===== src/ordered_value_list_engine_defines.svh =====
// Assertion macros shared by the ordered value list engine.
// Depends on a clk and an active-low rst_n in the module that uses them.
`ifndef ORDERED_VALUE_LIST_ENGINE_DEFINES_SVH
`define ORDERED_VALUE_LIST_ENGINE_DEFINES_SVH

// Same-cycle implication.
`define OVLE_ASSERT_IMP(lbl, ante, cons, msg) \
  lbl: assert property (@(posedge clk) disable iff (!rst_n) (ante) |-> (cons)) \
    else $error(msg);

// Next-cycle implication.
`define OVLE_ASSERT_NXT(lbl, ante, cons, msg) \
  lbl: assert property (@(posedge clk) disable iff (!rst_n) (ante) |=> (cons)) \
    else $error(msg);

`endif


===== src/ovle_pkg.sv =====
// Shared types and constants of the ordered value list engine.
// No dependencies.
package ovle_pkg;

  localparam int CAPACITY_DEF = 256;

  localparam int ACTION_W = 3;
  localparam int VALUE_W  = 32;
  localparam int STATUS_W = 2;
  localparam int COUNT_W  = 9;

  // Stream packing
  localparam int IN_ACTION_LO  = 0;
  localparam int IN_ITEM_LO    = IN_ACTION_LO + ACTION_W;
  localparam int IN_ANCHOR_LO  = IN_ITEM_LO + VALUE_W;
  localparam int IN_USED_W     = IN_ANCHOR_LO + VALUE_W;
  localparam int IN_TDATA_W    = ((IN_USED_W + 7) / 8) * 8;
  localparam int OUT_USED_W    = STATUS_W + COUNT_W;
  localparam int OUT_TDATA_W   = ((OUT_USED_W + 7) / 8) * 8;

  typedef enum logic [ACTION_W-1:0] {
    ACT_APPEND = 3'd0,
    ACT_PUSH   = 3'd1,
    ACT_INSERT = 3'd2,
    ACT_SEARCH = 3'd3,
    ACT_REMOVE = 3'd4
  } action_t;

  typedef enum logic [STATUS_W-1:0] {
    STAT_OK   = 2'd0,
    STAT_FULL = 2'd1,
    STAT_MISS = 2'd2
  } status_t;

  typedef enum logic [2:0] {
    S_IDLE,
    S_WALK,
    S_INS_TAKE,
    S_LINK,
    S_RM_UNLINK,
    S_RM_FREE,
    S_DONE
  } seq_state_t;

  // Node store access strobes
  typedef struct packed {
    logic rd_en;
    logic val_we;
    logic link_we;
  } mem_ctl_t;

endpackage


===== src/ovle_seq.sv =====
// Request sequencer: list pointers, chain walk, relinking and result register.
// Depends on ovle_pkg and the assertion macros header.
`include "ordered_value_list_engine_defines.svh"

module ovle_seq
  import ovle_pkg::*;
#(
  parameter int CAPACITY = CAPACITY_DEF
) (
  input  logic                        clk,
  input  logic                        rst_n,
  input  logic                        in_valid,
  output logic                        in_ready,
  input  logic [ACTION_W-1:0]         in_action,
  input  logic signed [VALUE_W-1:0]   in_item,
  input  logic signed [VALUE_W-1:0]   in_anchor,
  output logic                        out_valid,
  input  logic                        out_ready,
  output logic [STATUS_W-1:0]         out_status,
  output logic [COUNT_W-1:0]          out_count,
  output mem_ctl_t                    mem_ctl,
  output logic [$clog2(CAPACITY)-1:0] rd_addr,
  output logic [$clog2(CAPACITY)-1:0] val_waddr,
  output logic [VALUE_W-1:0]          val_wdata,
  output logic [$clog2(CAPACITY)-1:0] link_waddr,
  output logic [$clog2(CAPACITY)-1:0] link_wdata,
  input  logic [VALUE_W-1:0]          val_q,
  input  logic [$clog2(CAPACITY)-1:0] link_q
);

  localparam int IDX_W = $clog2(CAPACITY);
  localparam int CNT_W = $clog2(CAPACITY + 1);

  seq_state_t state_r, state_nxt;

  logic [IDX_W-1:0] head_r, head_nxt;
  logic [IDX_W-1:0] tail_r, tail_nxt;
  logic [IDX_W-1:0] free_r, free_nxt;
  logic [CNT_W-1:0] cnt_r, cnt_nxt;

  logic [IDX_W-1:0] cur_r, cur_nxt;
  logic [IDX_W-1:0] prev_r, prev_nxt;
  logic [CNT_W-1:0] k_r, k_nxt;
  logic [IDX_W-1:0] at_r, at_nxt;
  logic [IDX_W-1:0] before_r, before_nxt;
  logic [IDX_W-1:0] link_at_r, link_at_nxt;
  action_t          op_r, op_nxt;
  status_t          status_r, status_nxt;
  logic [VALUE_W-1:0] item_r, item_nxt;
  logic [VALUE_W-1:0] target_r, target_nxt;

  logic                out_valid_r, out_valid_nxt;
  logic [STATUS_W-1:0] out_status_r, out_status_nxt;
  logic [COUNT_W-1:0]  out_count_r, out_count_nxt;

  logic             full;
  logic             cnt_zero;
  logic [CNT_W-1:0] k_inc;
  logic             hit;
  action_t          in_op;

  assign full     = (cnt_r == CNT_W'(CAPACITY));
  assign cnt_zero = (cnt_r == '0);
  assign k_inc    = k_r + 1'b1;
  assign hit      = (val_q == target_r);
  assign in_op    = action_t'(in_action);

  always_comb begin
    state_nxt      = state_r;
    head_nxt       = head_r;
    tail_nxt       = tail_r;
    free_nxt       = free_r;
    cnt_nxt        = cnt_r;
    cur_nxt        = cur_r;
    prev_nxt       = prev_r;
    k_nxt          = k_r;
    at_nxt         = at_r;
    before_nxt     = before_r;
    link_at_nxt    = link_at_r;
    op_nxt         = op_r;
    status_nxt     = status_r;
    item_nxt       = item_r;
    target_nxt     = target_r;
    out_valid_nxt  = out_valid_r & ~out_ready;
    out_status_nxt = out_status_r;
    out_count_nxt  = out_count_r;
    mem_ctl        = '0;
    rd_addr        = free_r;
    val_waddr      = free_r;
    val_wdata      = item_r;
    link_waddr     = free_r;
    link_wdata     = free_r;
    in_ready       = (state_r == S_IDLE);

    case (state_r)
      S_IDLE: begin
        if (in_valid) begin
          op_nxt     = in_op;
          item_nxt   = in_item;
          target_nxt = (in_op == ACT_INSERT) ? in_anchor : in_item;
          status_nxt = STAT_OK;
          cur_nxt    = head_r;
          prev_nxt   = head_r;
          k_nxt      = '0;
          case (in_op)
            ACT_APPEND, ACT_PUSH: begin
              if (full) begin
                status_nxt = STAT_FULL;
                state_nxt  = S_DONE;
              end else begin
                mem_ctl.rd_en = 1'b1;
                rd_addr       = free_r;
                state_nxt     = S_LINK;
              end
            end
            ACT_INSERT: begin
              if (full) begin
                status_nxt = STAT_FULL;
                state_nxt  = S_DONE;
              end else if (cnt_zero) begin
                // no anchor can exist: append
                op_nxt        = ACT_APPEND;
                mem_ctl.rd_en = 1'b1;
                rd_addr       = free_r;
                state_nxt     = S_LINK;
              end else begin
                mem_ctl.rd_en = 1'b1;
                rd_addr       = head_r;
                state_nxt     = S_WALK;
              end
            end
            ACT_SEARCH, ACT_REMOVE: begin
              if (cnt_zero) begin
                status_nxt = STAT_MISS;
                state_nxt  = S_DONE;
              end else begin
                mem_ctl.rd_en = 1'b1;
                rd_addr       = head_r;
                state_nxt     = S_WALK;
              end
            end
            default: begin
              state_nxt = S_DONE;
            end
          endcase
        end
      end

      // One node checked per cycle; the next read is issued from the link just returned.
      S_WALK: begin
        if (hit) begin
          at_nxt      = cur_r;
          before_nxt  = prev_r;
          link_at_nxt = link_q;
          case (op_r)
            ACT_INSERT: state_nxt = S_INS_TAKE;
            ACT_REMOVE: state_nxt = S_RM_UNLINK;
            default:    state_nxt = S_DONE;
          endcase
        end else if (k_inc == cnt_r) begin
          if (op_r == ACT_INSERT) begin
            op_nxt        = ACT_APPEND;
            mem_ctl.rd_en = 1'b1;
            rd_addr       = free_r;
            state_nxt     = S_LINK;
          end else begin
            status_nxt = STAT_MISS;
            state_nxt  = S_DONE;
          end
        end else begin
          mem_ctl.rd_en = 1'b1;
          rd_addr       = link_q;
          prev_nxt      = cur_r;
          cur_nxt       = link_q;
          k_nxt         = k_inc;
        end
      end

      // Fetch the free-list successor and hook the new node behind the anchor.
      S_INS_TAKE: begin
        mem_ctl.rd_en   = 1'b1;
        rd_addr         = free_r;
        mem_ctl.link_we = 1'b1;
        link_waddr      = at_r;
        link_wdata      = free_r;
        state_nxt       = S_LINK;
      end

      // link_q holds the link of the node being taken from the free list.
      S_LINK: begin
        free_nxt       = link_q;
        mem_ctl.val_we = 1'b1;
        val_waddr      = free_r;
        val_wdata      = item_r;
        cnt_nxt        = cnt_r + 1'b1;
        case (op_r)
          ACT_APPEND: begin
            if (cnt_zero) begin
              head_nxt = free_r;
            end else begin
              mem_ctl.link_we = 1'b1;
              link_waddr      = tail_r;
              link_wdata      = free_r;
            end
            tail_nxt = free_r;
          end
          ACT_PUSH: begin
            mem_ctl.link_we = 1'b1;
            link_waddr      = free_r;
            link_wdata      = head_r;
            if (cnt_zero) begin
              tail_nxt = free_r;
            end
            head_nxt = free_r;
          end
          ACT_INSERT: begin
            mem_ctl.link_we = 1'b1;
            link_waddr      = free_r;
            link_wdata      = link_at_r;
            if (at_r == tail_r) begin
              tail_nxt = free_r;
            end
          end
          default: begin
          end
        endcase
        state_nxt = S_DONE;
      end

      S_RM_UNLINK: begin
        if (at_r == head_r) begin
          head_nxt = link_at_r;
        end else begin
          mem_ctl.link_we = 1'b1;
          link_waddr      = before_r;
          link_wdata      = link_at_r;
          if (at_r == tail_r) begin
            tail_nxt = before_r;
          end
        end
        state_nxt = S_RM_FREE;
      end

      // Put the removed node at the head of the free list.
      S_RM_FREE: begin
        mem_ctl.link_we = 1'b1;
        link_waddr      = at_r;
        link_wdata      = free_r;
        free_nxt        = at_r;
        cnt_nxt         = cnt_r - 1'b1;
        state_nxt       = S_DONE;
      end

      S_DONE: begin
        if (!out_valid_r || out_ready) begin
          out_valid_nxt  = 1'b1;
          out_status_nxt = status_r;
          out_count_nxt  = COUNT_W'(cnt_r);
          state_nxt      = S_IDLE;
        end
      end

      default: begin
        state_nxt = S_IDLE;
      end
    endcase
  end

  always_ff @(posedge clk) begin
    if (!rst_n) begin
      state_r     <= S_IDLE;
      head_r      <= '0;
      tail_r      <= '0;
      free_r      <= '0;
      cnt_r       <= '0;
      out_valid_r <= 1'b0;
    end else begin
      state_r     <= state_nxt;
      head_r      <= head_nxt;
      tail_r      <= tail_nxt;
      free_r      <= free_nxt;
      cnt_r       <= cnt_nxt;
      out_valid_r <= out_valid_nxt;
    end
  end

  always_ff @(posedge clk) begin
    cur_r        <= cur_nxt;
    prev_r       <= prev_nxt;
    k_r          <= k_nxt;
    at_r         <= at_nxt;
    before_r     <= before_nxt;
    link_at_r    <= link_at_nxt;
    op_r         <= op_nxt;
    status_r     <= status_nxt;
    item_r       <= item_nxt;
    target_r     <= target_nxt;
    out_status_r <= out_status_nxt;
    out_count_r  <= out_count_nxt;
  end

  assign out_valid  = out_valid_r;
  assign out_status = out_status_r;
  assign out_count  = out_count_r;

  `OVLE_ASSERT_IMP(a_cnt_bound, 1'b1, cnt_r <= CNT_W'(CAPACITY), "count above capacity")
  `OVLE_ASSERT_IMP(a_walk_bound, state_r == S_WALK, k_r < cnt_r, "walk past list end")
  `OVLE_ASSERT_IMP(a_take_not_full, state_r == S_LINK, !full, "node taken from full pool")
  `OVLE_ASSERT_NXT(a_cnt_hold, state_r != S_LINK && state_r != S_RM_FREE, $stable(cnt_r),
    "count changed outside link or free step")
  `OVLE_ASSERT_NXT(a_done_load, state_r == S_DONE && (!out_valid_r || out_ready),
    out_valid_r && state_r == S_IDLE, "result not loaded on completion")

endmodule


===== config.mk =====
export PLATFORM = sky130hd
export DESIGN_NAME = ovle_seq
export DESIGN_NICKNAME = d
export VERILOG_FILES = /design/src/ovle_pkg.sv /design/src/ovle_seq.sv
export VERILOG_INCLUDE_DIRS = /design/src /design/src/src
export SDC_FILE = /design/constraint.sdc
export NUM_CORES = 1
export LEC_CHECK = 0
export CORE_ASPECT_RATIO = 0.7
export CORE_UTILIZATION = 35
export CTS_CLUSTER_DIAMETER = 50
export DETAILED_ROUTE_END_ITERATION = 16
export DONT_BUFFER_PORTS = 1
export HOLD_SLACK_MARGIN = 0.1
export MAX_ROUTING_LAYER = met4
export REMOVE_ABC_BUFFERS = 1
export SYNTH_ARGS = -nofsm -noshare
export SYNTH_HDL_FRONTEND = slang
export SYNTH_SLANG_ARGS = --single-unit

===== constraint.sdc =====
create_clock -name clk -period 3.4 [get_ports clk]
set_clock_uncertainty 0.1 [all_clocks]
set_input_delay 0.68 -clock clk [delete_from_list [all_inputs] [get_ports clk]]
set_output_delay 0.68 -clock clk [all_outputs]
set_load 0.02 [all_outputs]

# Yosys cells after proc, flatten, opt, wreduce, memory -nomap -nowiden
# Index checks and enable logic that the tools add are counted.
# W data, S select, Z words.
[word_totals]
elab_cells = 157
regBits = 166
in_bits = 111
[op_classes]
n_reduce_logical = 24
n_addsub = 3
n_eq_ne = 32
n_mux = 78
bitwise_logic = 2
[op_table]
columns = ["cell", "count"]
rows = [
  ["$pmux W8 S2", 10],
  ["$mux W8", 18],
  ["$pmux W8 S3", 2],
  ["$mux W3", 15],
  ["$pmux W9 S2", 2],
  ["$eq A32 B32 Y1", 1],
  ["$mux W32", 1],
  ["$mux W9", 3],
  ["$ne A2 B2 Y1 const B", 10],
  ["$add A9 B1 Y9 const B", 2],
  ["$pmux W3 S6", 1],
  ["$eq A8 B8 Y1", 2],
  ["$eq A3 B2 Y1 const B", 5],
  ["$eq A3 B3 Y1 const B", 5],
  ["$reduce_and A5 Y1", 3],
  ["$mux W2", 6],
  ["$pmux W3 S2", 2],
  ["$mux W1", 11],
  ["$reduce_or A2 Y1", 5],
  ["$eq A3 B1 Y1 const B", 3],
  ["$eq A9 B9 Y1", 1],
  ["$eq A9 B9 Y1 const B", 1],
  ["$logic_not A3 Y1", 3],
  ["$logic_not A9 Y1", 1],
  ["other kinds (17)", 26],
]

# Depth between registers and ports, before layout
[depth]
ltp_word = 6
ltp_mapped = 13

# Worst setup path after synthesis
# Ideal clock, no wire load.
[synth_timing]
path_type = "register to register"
start = "reg k_r[0]"
end = "reg cur_r[0] (enable)"
path_buffers = 1
t_arrival_ps = 2816
slack_ps = 68
setup_ps = 415
stages_incl_launch_ff = 9
required_time_ps = 2885
path_cell_list = "edfxtp_1 -> and3_1 -> buf_2 -> and3_1 -> xnor3_1 -> and4b_1 -> nand4_1 -> nand3_1 -> a21oi_1"
[synth_via]
elab_chain_len = 4
[synth_lines]
columns = ["item", "line", "text"]
rows = [
  ["start: declaration", "ovle_seq.sv:43", "logic [CNT_W-1:0] k_r, k_nxt;"],
  ["start signal: assignment", "ovle_seq.sv:290", "k_r <= k_nxt;"],
  ["$add A9 B1 Y9", "ovle_seq.sv:64", "assign k_inc = k_r + 1'b1;"],
  ["$eq A9 B9 Y1", "ovle_seq.sv:160", "end else if (k_inc == cnt_r) begin"],
  ["$ne A2 B2 Y1 (no line)", "-", ""],
  ["$reduce_and A4 Y1 (no line)", "-", ""],
  ["end signal: assignment", "ovle_seq.sv:288", "cur_r <= cur_nxt;"],
  ["end: declaration", "ovle_seq.sv:41", "logic [IDX_W-1:0] cur_r, cur_nxt;"],
]
# No other way between the ends.
# A chain may end at the register's enable or synchronous reset.

# Final worst setup path
[layout_timing]
start = "reg k_r[0]"
end = "out rd_addr[4]"
[layout_via]
elab_chain_len = 5
[layout_lines]
columns = ["item", "line", "text"]
rows = [
  ["$add A9 B1 Y9", "ovle_seq.sv:64", ""],
  ["net k_inc[1]", "ovle_seq.sv:58", "logic [CNT_W-1:0] k_inc;"],
  ["$eq A9 B9 Y1", "ovle_seq.sv:160", ""],
  ["$mux W8", "ovle_seq.sv:160", ""],
  ["$mux W8", "ovle_seq.sv:151", "if (hit) begin"],
  ["$pmux W8 S2", "ovle_seq.sv:95", "case (state_r)"],
  ["end: declaration", "ovle_seq.sv:22", "output logic [$clog2(CAPACITY)-1:0] rd_addr,"],
]
# The timed path passes the listed nets, and every way through them passes these cells.

==> out/metrics.csv <==
metric,value,unit
dp.cells,1029,
synthTopCellsByArea,"edfxtp_1 47%, dfxtp_1 8.9%, xnor2_1 5.6%",
cts_buffers,17,
start_util,36.11,%
crit_buf_inv,1,
p_per_area,795.2,mW/mm^2
hold_class,in2reg,
drive_gt1_share,22.11,%
rows,46,
cts_buffer_depth,2,
worst-path-max-fanout,11,
insertion_delay,0.43,ns
wl_per_cell,21.22,um
critPathKind,reg2out,
p_total,7802,uW
slew_headroom,38.65,%
syn_inst,706,
synth-edff-count,129,
cp.required,2.62,ns
portBuffers,0,
ant_nets,0,
core,0.02296,sq mm
io_pins,191,
cts_tree,yes,
ir_worst_vdd,392.8,uV
finalMaxSlewViolations,0,
holdWs,0.2363,ns
drv_cap,0,
rsz0062_at_grt,yes,
netlist_top_cells_count,"129 x edfxtp_1, 97 x nand2_1, 53 x xnor2_1",
yosys_warnings,0,
slowest_stage,edfxtp_1,
crit_family,compound AO/OA/AOI/OAI gates,
post-synth-top-count-cell,edfxtp_1,
synth.yosys.seq_area_share,55.65,%
period_minus_slack,3.441,ns
p_leak,0.003571,uW
final_cells,1072,
fin_crit_sh,101.2,%
ys_ff_latch,166,
vias,5958,
crit_arrival,2.66,ns
drtIter0Drc,609,
synth_cell_types,70,
routed_wl,22.75,mm
setup_viol,8,
cts_sinks,166,
grt_max_degree,42,
yosys.area.top_type,edfxtp_1,
synthFlopType,edfxtp_1,
start_kind,flip-flop,
failed_checks,negative setup slack,
gr-total-overflow,0,
dr.pass1.iters,5,
fin_setup_tns,-0.1557,ns
place_congestion,0.8789,
viasPerCell,5.558,
cts-root-buf,clkbuf_16,
dpl.hpwl,15.78,mm
reg2reg_depth,11,
synth_area_per_cell,11.74,sq um
max_freq,290.6,MHz
crit_path_cell_trace,"ha_2, xor2_1, a211o_1, nor2_1, o2111ai_1, o31a_1, buf_12, a22o_1, a21o_4",
async_reset_ff_share,0,%
hold_depth,0,
drc,0,
yosysTopAreaCellShare,46.72,%
die_x,186.0,um
hold_viol_final,0,
syn2layout_area_growth,18.32,%
run_status,finished with violations,
grt_pass1_wl,34.08,mm
antennaDiodeCount,0,
critical_path.endpoint_type,output port,
die_h,130.8,um
setup_ws,-0.04145,ns
cpPeakStageDelay,0.39,ns
grt_pass1_vias,5584,
antenna_found_initial,0,
tightest_slew,0.9141,ns
die_area,0.02432,sq mm
ctsHtreeMaxLevel,4,
hold_buffers,0,
grtUsageTotal,19.84,%
clkTransAtPathRegs,0.07,ns
netlist_area,0.008292,sq mm
critical_path_depth,9,
finalNetCount,867,
==> report_power, final <==
part | switching, uW | leakage [uW] | internal, uW
clock network | 833 | 0.000289 | 1170
logic | 1700 | 0.00177 | 1010
registers | 360 | 0.00151 | 2730
==> worst paths after layout <==
check | to | slack (ns) | start
max | rd_addr[4] | -0.04 | k_r[0]
min | link_at_r[6] | 0.24 | link_q[6]
max reg2reg | cnt_r[8] | 0.31 | state_r[0]
min reg2reg | before_r[7] | 0.32 | prev_r[7]
==> metrics by stage <==
stage | cell area [sq um] | utilization (%) | worst slack [ns]
3_3_place_gp | 8939 | 38.92 | 0.01509
2_1_floorplan | 8147 | - | 0.09135
5_1_grt | 9811 | 42.72 | -0.1754
3_5_place_dp | 8939 | 38.92 | -0.02980
6_report | 9811 | 42.72 | -0.04145
4_1_cts | 9708 | 42.27 | -0.04891
==> cell type report <==
class	count	area [sq um]
clock buffer	19	432.9
clock inverter	13	171.4
fill	2124	13150
inverter	7	26.28
multi-input combinational	498	3701
sequential	166	4616
tap	312	390.4
timing repair buffer	57	473.0
==> flip-flops by register name, indices dropped and copies added, names as in the netlist, 2 cells and up <==
signal and cells:
at_r 8, before_r 8, cnt_r 9, cur_r 8
head_r 8, k_r 9, link_at_r 8, op_r 3
out_count 9, out_status 2, prev_r 8, state_r 3
status_r 2, tail_r 8, target_r 32, val_waddr 8
val_wdata 32
==> timing repair <==
item                                    4_1_cts  5_1_grt
endpoints found under the setup margin       20       26
pin swaps                                     3        5
setup buffers                                 3        8
gates resized for setup                      29       11
==> layout by cell type (no fill, tap or decap), drive strengths merged, types with 9 or more instances in the layout <==
cell,Yosys,layout
o22ai,9,9
a21o,9,9
edfxtp,129,129
inv,6,10
a21boi,12,12
o21ai,22,22
nand3,9,9
o22a,9,9
o211a,10,10
a22oi,16,16
nor2,34,34
nand2,98,98
a221o,13,13
buf,6,57
xor2,12,12
mux2,32,32
nor3,10,10
dfxtp,37,37
clkbuf,29,19
nand4,13,13
xnor2,53,53
a21oi,28,28
==> metal layers <==
layer / wire (um) / track usage [%]
met5: 0 / -
met4: 365 / 6.798
met3: 2009 / 5.626
met2: 9723 / 27.17
met1: 10660 / 27.78
==> cells by family (layout without fill, tap and decap cells) <==
| family | after synthesis | after routing | share of synthesized area, % |
|---|---|---|---|
| AND/OR/NAND/NOR | 217 | 217 | 12.98 |
| AO/OA/AOI/OAI | 169 | 169 | 15.45 |
| flip-flops | 166 | 166 | 55.65 |
| XOR/XNOR | 68 | 68 | 7.696 |
| buffers and inverters | 42 | 96 | 2.067 |
| multiplexers | 35 | 35 | 4.708 |
| adder cells (fa/ha/maj) | 9 | 9 | 1.449 |
Note: power is estimated with default switching activity, not from simulation.
